===== src/hdl/assert_macros.svh =====
// ---------------------------------------------------------------------------
// assert_macros.svh
// Concurrent assertion macros shared by the RTL. They compile to nothing
// when NO_ASSERTIONS is defined.
// ---------------------------------------------------------------------------
`ifndef ASSERT_MACROS_SVH
`define ASSERT_MACROS_SVH

`ifndef NO_ASSERTIONS

`define ASSERT_SAME_CYCLE(label, clk, rst, ante, cons, msg) \
   label: assert property (@(posedge clk) disable iff (rst) (ante) |-> (cons)) \
      else $error(msg);

`define ASSERT_NEXT_CYCLE(label, clk, rst, ante, cons, msg) \
   label: assert property (@(posedge clk) disable iff (rst) (ante) |=> (cons)) \
      else $error(msg);

`else

`define ASSERT_SAME_CYCLE(label, clk, rst, ante, cons, msg)

`define ASSERT_NEXT_CYCLE(label, clk, rst, ante, cons, msg)

`endif

`endif


===== src/hdl/rss_pkg.sv =====
// ---------------------------------------------------------------------------
// rss_pkg
// Shared constants, command codes and control structs of the slot scheduler.
// ---------------------------------------------------------------------------
package rss_pkg;

   localparam int SLOT_COUNT = 8;
   localparam int IP_COUNT   = 8;
   localparam int IDX_W      = 3;
   localparam int CSR_IDX_W  = 8;
   localparam int REQ_DATA_W = 8;
   localparam int RSP_DATA_W = 112;

   localparam logic [CSR_IDX_W-1:0] CSR_SLOT_CAP  = 8'd0;
   localparam logic [CSR_IDX_W-1:0] CSR_IP_DEMAND = 8'd1;
   localparam logic [CSR_IDX_W-1:0] CSR_IP_LAT    = 8'd2;
   localparam logic [CSR_IDX_W-1:0] CSR_QUANTUM   = 8'd3;

   localparam logic [3:0] EMPTY_NIBBLE = 4'hF;

   typedef enum logic [3:0] {
      OP_NONE,
      OP_START,
      OP_TICK,
      OP_FREE,
      OP_FIT,
      OP_FIND,
      OP_VICT,
      OP_LOAD,
      OP_AGE,
      OP_FINISH
   } op_type;

   typedef struct packed {
      op_type            op;
      logic [IDX_W-1:0]  idx;
   } cmd_type;

   typedef struct packed {
      logic is_round;
      logic fit_found;
      logic swap_found;
      logic rsp_busy;
   } status_type;

endpackage


===== src/hdl/rss_ctrl.sv =====
// ---------------------------------------------------------------------------
// rss_ctrl
// Sequencer of one tick: walks slots and IPs and issues one datapath
// command per cycle, except while a stalled result holds the finish step.
// ---------------------------------------------------------------------------
module rss_ctrl (
   input  logic                clock,
   input  logic                reset,
   input  logic                req_tvalid,
   output logic                req_tready,
   input  rss_pkg::status_type status,
   output rss_pkg::cmd_type    cmd
);
   import rss_pkg::*;

   typedef enum logic [3:0] {
      ST_IDLE,
      ST_TICK,
      ST_FREE,
      ST_FIT,
      ST_FIND,
      ST_VICT,
      ST_LOAD,
      ST_AGE,
      ST_FINISH
   } state_type;

   localparam logic [IDX_W-1:0] SLOT_LAST = IDX_W'(SLOT_COUNT - 1);
   localparam logic [IDX_W-1:0] IP_LAST   = IDX_W'(IP_COUNT - 1);

   state_type        state_ff, state_in;
   logic [IDX_W-1:0] idx_ff, idx_in;

   assign req_tready = (state_ff == ST_IDLE);

   always_comb begin
      cmd.idx = idx_ff;
      unique case (state_ff)
         ST_IDLE:   cmd.op = req_tvalid ? OP_START : OP_NONE;
         ST_TICK:   cmd.op = OP_TICK;
         ST_FREE:   cmd.op = OP_FREE;
         ST_FIT:    cmd.op = OP_FIT;
         ST_FIND:   cmd.op = OP_FIND;
         ST_VICT:   cmd.op = OP_VICT;
         ST_LOAD:   cmd.op = OP_LOAD;
         ST_AGE:    cmd.op = OP_AGE;
         ST_FINISH: cmd.op = status.rsp_busy ? OP_NONE : OP_FINISH;
         default:   cmd.op = OP_NONE;
      endcase
   end

   always_comb begin
      state_in = state_ff;
      idx_in   = idx_ff;
      unique case (state_ff)
         ST_IDLE: begin
            idx_in = '0;
            if (req_tvalid) begin
               state_in = status.is_round ? ST_FREE : ST_TICK;
            end
         end
         ST_TICK: begin
            if (idx_ff == SLOT_LAST) begin
               state_in = ST_FINISH;
            end else begin
               idx_in = idx_ff + 1'b1;
            end
         end
         ST_FREE: begin
            if (idx_ff == SLOT_LAST) begin
               state_in = ST_FIT;
               idx_in   = '0;
            end else begin
               idx_in = idx_ff + 1'b1;
            end
         end
         ST_FIT: begin
            if (!status.fit_found) begin
               state_in = ST_FIND;
            end else if (idx_ff == IP_LAST) begin
               state_in = ST_AGE;
            end else begin
               idx_in = idx_ff + 1'b1;
            end
         end
         ST_FIND: begin
            if (status.swap_found) begin
               state_in = ST_VICT;
            end else if (idx_ff == IP_LAST) begin
               state_in = ST_AGE;
            end else begin
               state_in = ST_FIT;
               idx_in   = idx_ff + 1'b1;
            end
         end
         ST_VICT: state_in = ST_LOAD;
         ST_LOAD: begin
            if (idx_ff == IP_LAST) begin
               state_in = ST_AGE;
            end else begin
               state_in = ST_FIT;
               idx_in   = idx_ff + 1'b1;
            end
         end
         ST_AGE: state_in = ST_FINISH;
         ST_FINISH: begin
            if (!status.rsp_busy) begin
               state_in = ST_IDLE;
            end
         end
         default: state_in = ST_IDLE;
      endcase
   end

   always_ff @(posedge clock) begin
      if (reset) begin
         state_ff <= ST_IDLE;
         idx_ff   <= '0;
      end else begin
         state_ff <= state_in;
         idx_ff   <= idx_in;
      end
   end

endmodule


===== config.mk =====
export PLATFORM = sky130hd
export DESIGN_NAME = rss_ctrl
export DESIGN_NICKNAME = d
export VERILOG_FILES = /design/src/hdl/assert_macros.svh /design/src/hdl/rss_pkg.sv /design/src/hdl/rss_ctrl.sv
export SDC_FILE = /design/constraint.sdc
export NUM_CORES = 1
export LEC_CHECK = 0
export BUFFER_PORTS_ARGS = -buffer_cell sky130_fd_sc_hd__buf_2
export CORE_MARGIN = 1
export CORE_UTILIZATION = 25
export CTS_CLUSTER_DIAMETER = 30
export CTS_CLUSTER_SIZE = 14
export DETAILED_ROUTE_END_ITERATION = 12
export REMOVE_ABC_BUFFERS = 1
export SETUP_SLACK_MARGIN = 0.3
export SLEW_MARGIN = 20
export SYNTH_ARGS = -nofsm -noshare
export SYNTH_HDL_FRONTEND = slang
export SYNTH_SLANG_ARGS = --single-unit

===== constraint.sdc =====
create_clock -name clock -period 1.6 [get_ports clock]
set_input_delay 0.08 -clock clock [delete_from_list [all_inputs] [get_ports clock]]
set_output_delay 0.08 -clock clock [all_outputs]
set_load 0.005 [all_outputs]

==> results.json <==
{
  "synth.distinct_cells": 35,
  "wl_per_cell_microns": 14.54,
  "layout-drive-gt1-share": 0.5982,
  "synthArstFlopShare": 0,
  "wl_met2_microns": 1091,
  "fill_cells": 231,
  "ir_worst_vdd_mv": 0.6157,
  "ios": 15,
  "die_area_sq_um": 2634,
  "drt-pass1-iter-count": 4,
  "synth.most_common_cell": "dfxtp_1",
  "antennaDiodeCount": 0,
  "fmax_ghz": 0.6404,
  "start_kind": "flop",
  "die_h_microns": 51.32,
  "synth_mux_area_frac": 0.04938,
  "grt_max_degree": 11,
  "htreeDepth": 1,
  "worst_pin_slew_ns": 0.3132,
  "reg2reg_depth": 7,
  "grt_use_total": 0.1502,
  "synth_compound_gate_area_share": 0.2757,
  "rsz0062_at_grt": "true",
  "r2r_slack_ns": 0.04,
  "clock-skew-final_ns": 0.003809,
  "port_buffers": 14,
  "hpwl_microns": 1209,
  "via_per_inst": 5.086,
  "num_vias": 712,
  "coreArea_sq_um": 2255,
  "grt_pass1_wl_microns": 2932,
  "setup_viol": 0,
  "r2r_end": "idx_ff[1]",
  "synthCells": 76,
  "maxCapViolations": 0,
  "clk_path_buf_depth": 2,
  "routed-wl-met3_microns": 63,
  "cts_hold_buf": 0,
  "r2r_start": "idx_ff[1]",
  "die_width_microns": 51.32,
  "worstPathMaxFanout": 3,
  "clk_latency_ns": 0.25,
  "wl_microns": 2035,
  "fin_nets": 122,
  "clockRootBuffer": "clkbuf_4",
  "yosysTopAreaCellShare": 0.2305,
  "synth-seq-cells": 7,
  "initial_utilization": 0.2697,
  "avgSynthCellArea_sq_um": 8.001,
  "numCtsBuffers": 3,
  "route.top_layer_used": "met4",
  "postRouteAntennaNets": 0,
  "synth_warnings": 0,
  "tritoncts": "done",
  "power_density_nw_per_um2": 1520,
  "synth-xor-area-share": 0.04321,
  "fin_crit_sh": 0.9760,
  "drv_slew": 0,
  "synth-edff-count": 0,
  "gp_congestion": 0.8390,
  "power_mw": 1.583,
  "end_kind": "flop",
  "synth_commonest_cells": "dfxtp_1, nand2b_1, a21oi_1, nand2_1",
  "crit_start": "idx_ff[1]",
  "wl_met1_microns": 825,
  "synth_ff_type": "dfxtp_1",
  "seq_area_frac_synth": 0.2305,
  "grt_pass1_vias": 652,
  "hold_viol": 0,
  "relSlewSlack": 0.7909,
  "num_rows": 17,
  "synth.area.top_cells": "dfxtp_1, nand2b_1, buf_6",
  "outcome": "finished, final reports clean",
  "clk_pin_slew_ns": 0.06,
  "worst_ep_arrival_time_ns": 1.73,
  "synth_top_area_cell": "dfxtp_1",
  "leakage_nw": 0.4490,
  "antenna_found_initial": 0,
  "clock_sinks": 7,
  "required_ns": 1.77,
  "cp-endpoint": "idx_ff[1]",
  "syn_area_sq_um": 608.1,
  "areaGrowthSynthToFinish_pct": 71.19,
  "min_period_ns": 1.562,
  "synth_fa_ha_area_frac": 0.04115,
  "hp-class": "primary input to flop",
  "fin_setup_tns_ns": 0,
  "synth_top_family_by_area": "compound AO/OA/AOI/OAI gates",
  "setup.worst_path.class": "flop to flop",
  "whs_ns": 0.1415,
  "drtIter0Drc": 5,
  "drc": 0,
  "yosys.area_share.simple": 0.2510,
  "grt-ovfl-total": 0
}
timing repair:
item,in CTS,in global routing
gates cloned,0,0
resized for setup,20,23
setup buffers,6,6
endpoints found under the setup margin,12,11
pin swaps,6,12
routing by layer:
layer  vias up  global-route usage
met2        19              0.2566
met4         0             0.04955
met5         -                   0
met3         6             0.04762
li1        355                   -
met1       332              0.1762
cell usage in the layout (no fill, tap or decap), drive strengths merged, types with 3 or more instances in the layout:
master and instances:
buf 38, dfxtp 7, nand2b 6, a21oi 5
inv 5, nor2 5, nand2 5, clkbuf 4
nor3 4, o21ai 4, mux2i 3, nor4 3
cell type report:
| cell class | instances | area [sq um] | share of cell area |
|---|---|---|---|
| clock buffer | 4 | 26.28 | 0.02524 |
| inverter | 5 | 21.27 | 0.02043 |
| multi-input combinational | 58 | 519.2 | 0.4988 |
| sequential | 7 | 155.1 | 0.1490 |
| tap | 28 | 35.03 | 0.03365 |
| timing repair buffer | 38 | 284.0 | 0.2728 |
metrics by stage:
| stage | utilization | std cells | setup WS (ns) | area, sq um |
|---|---|---|---|---|
| global route | 0.4617 | 140 | -0.03997 | 1041 |
| floorplan | - | 70 | 0.004042 | 560.5 |
| CTS | 0.4018 | 134 | 0.06432 | 905.9 |
| finish | 0.4617 | 140 | 0.03846 | 1041 |
| global placement | 0.3352 | 124 | 0.03570 | 755.7 |
| detailed placement | 0.3352 | 124 | -0.03167 | 755.7 |
report_power, final:
group | total, mW | internal (mW) | switching (mW)
clock | 0.167 | 0.0956 | 0.0712
sequential | 0.318 | 0.237 | 0.0810
combinational | 1.10 | 0.601 | 0.497
total | 1.58 | 0.933 | 0.650
sequential cells by signal, indices dropped and copies added (netlist names):
signal,count
idx_ff,3
state_ff,4
worst min-delay path by stage:
stage                     depth (start not counted)  startpoint          end
after detailed placement                          2       reset  state_ff[3]
final                                             2       reset  state_ff[3]
after global placement                            2       reset  state_ff[3]
after floorplan                                   1       reset  state_ff[3]
after CTS                                         2       reset  state_ff[3]
after global routing                              2       reset  state_ff[3]
kinds of logic (layout without fill, tap and decap cells):
group / count (synthesis) / count (layout)
simple gates: 28 / 28
compound gates: 22 / 22
buf+inv: 11 / 47
flops: 7 / 7
xor+xnor: 3 / 3
mux: 3 / 3
fa+ha+maj: 2 / 2
critical path, stage by stage (launching register included):
cell,delay [ns]
dfxtp_2,0.34
ha_4,0.16
ha_4,0.17
nor2_4,0.12
o21ai_2,0.08
a221oi_2,0.25
buf_4,0.18
mux2i_1,0.19
(Power assumes the default switching activity.)
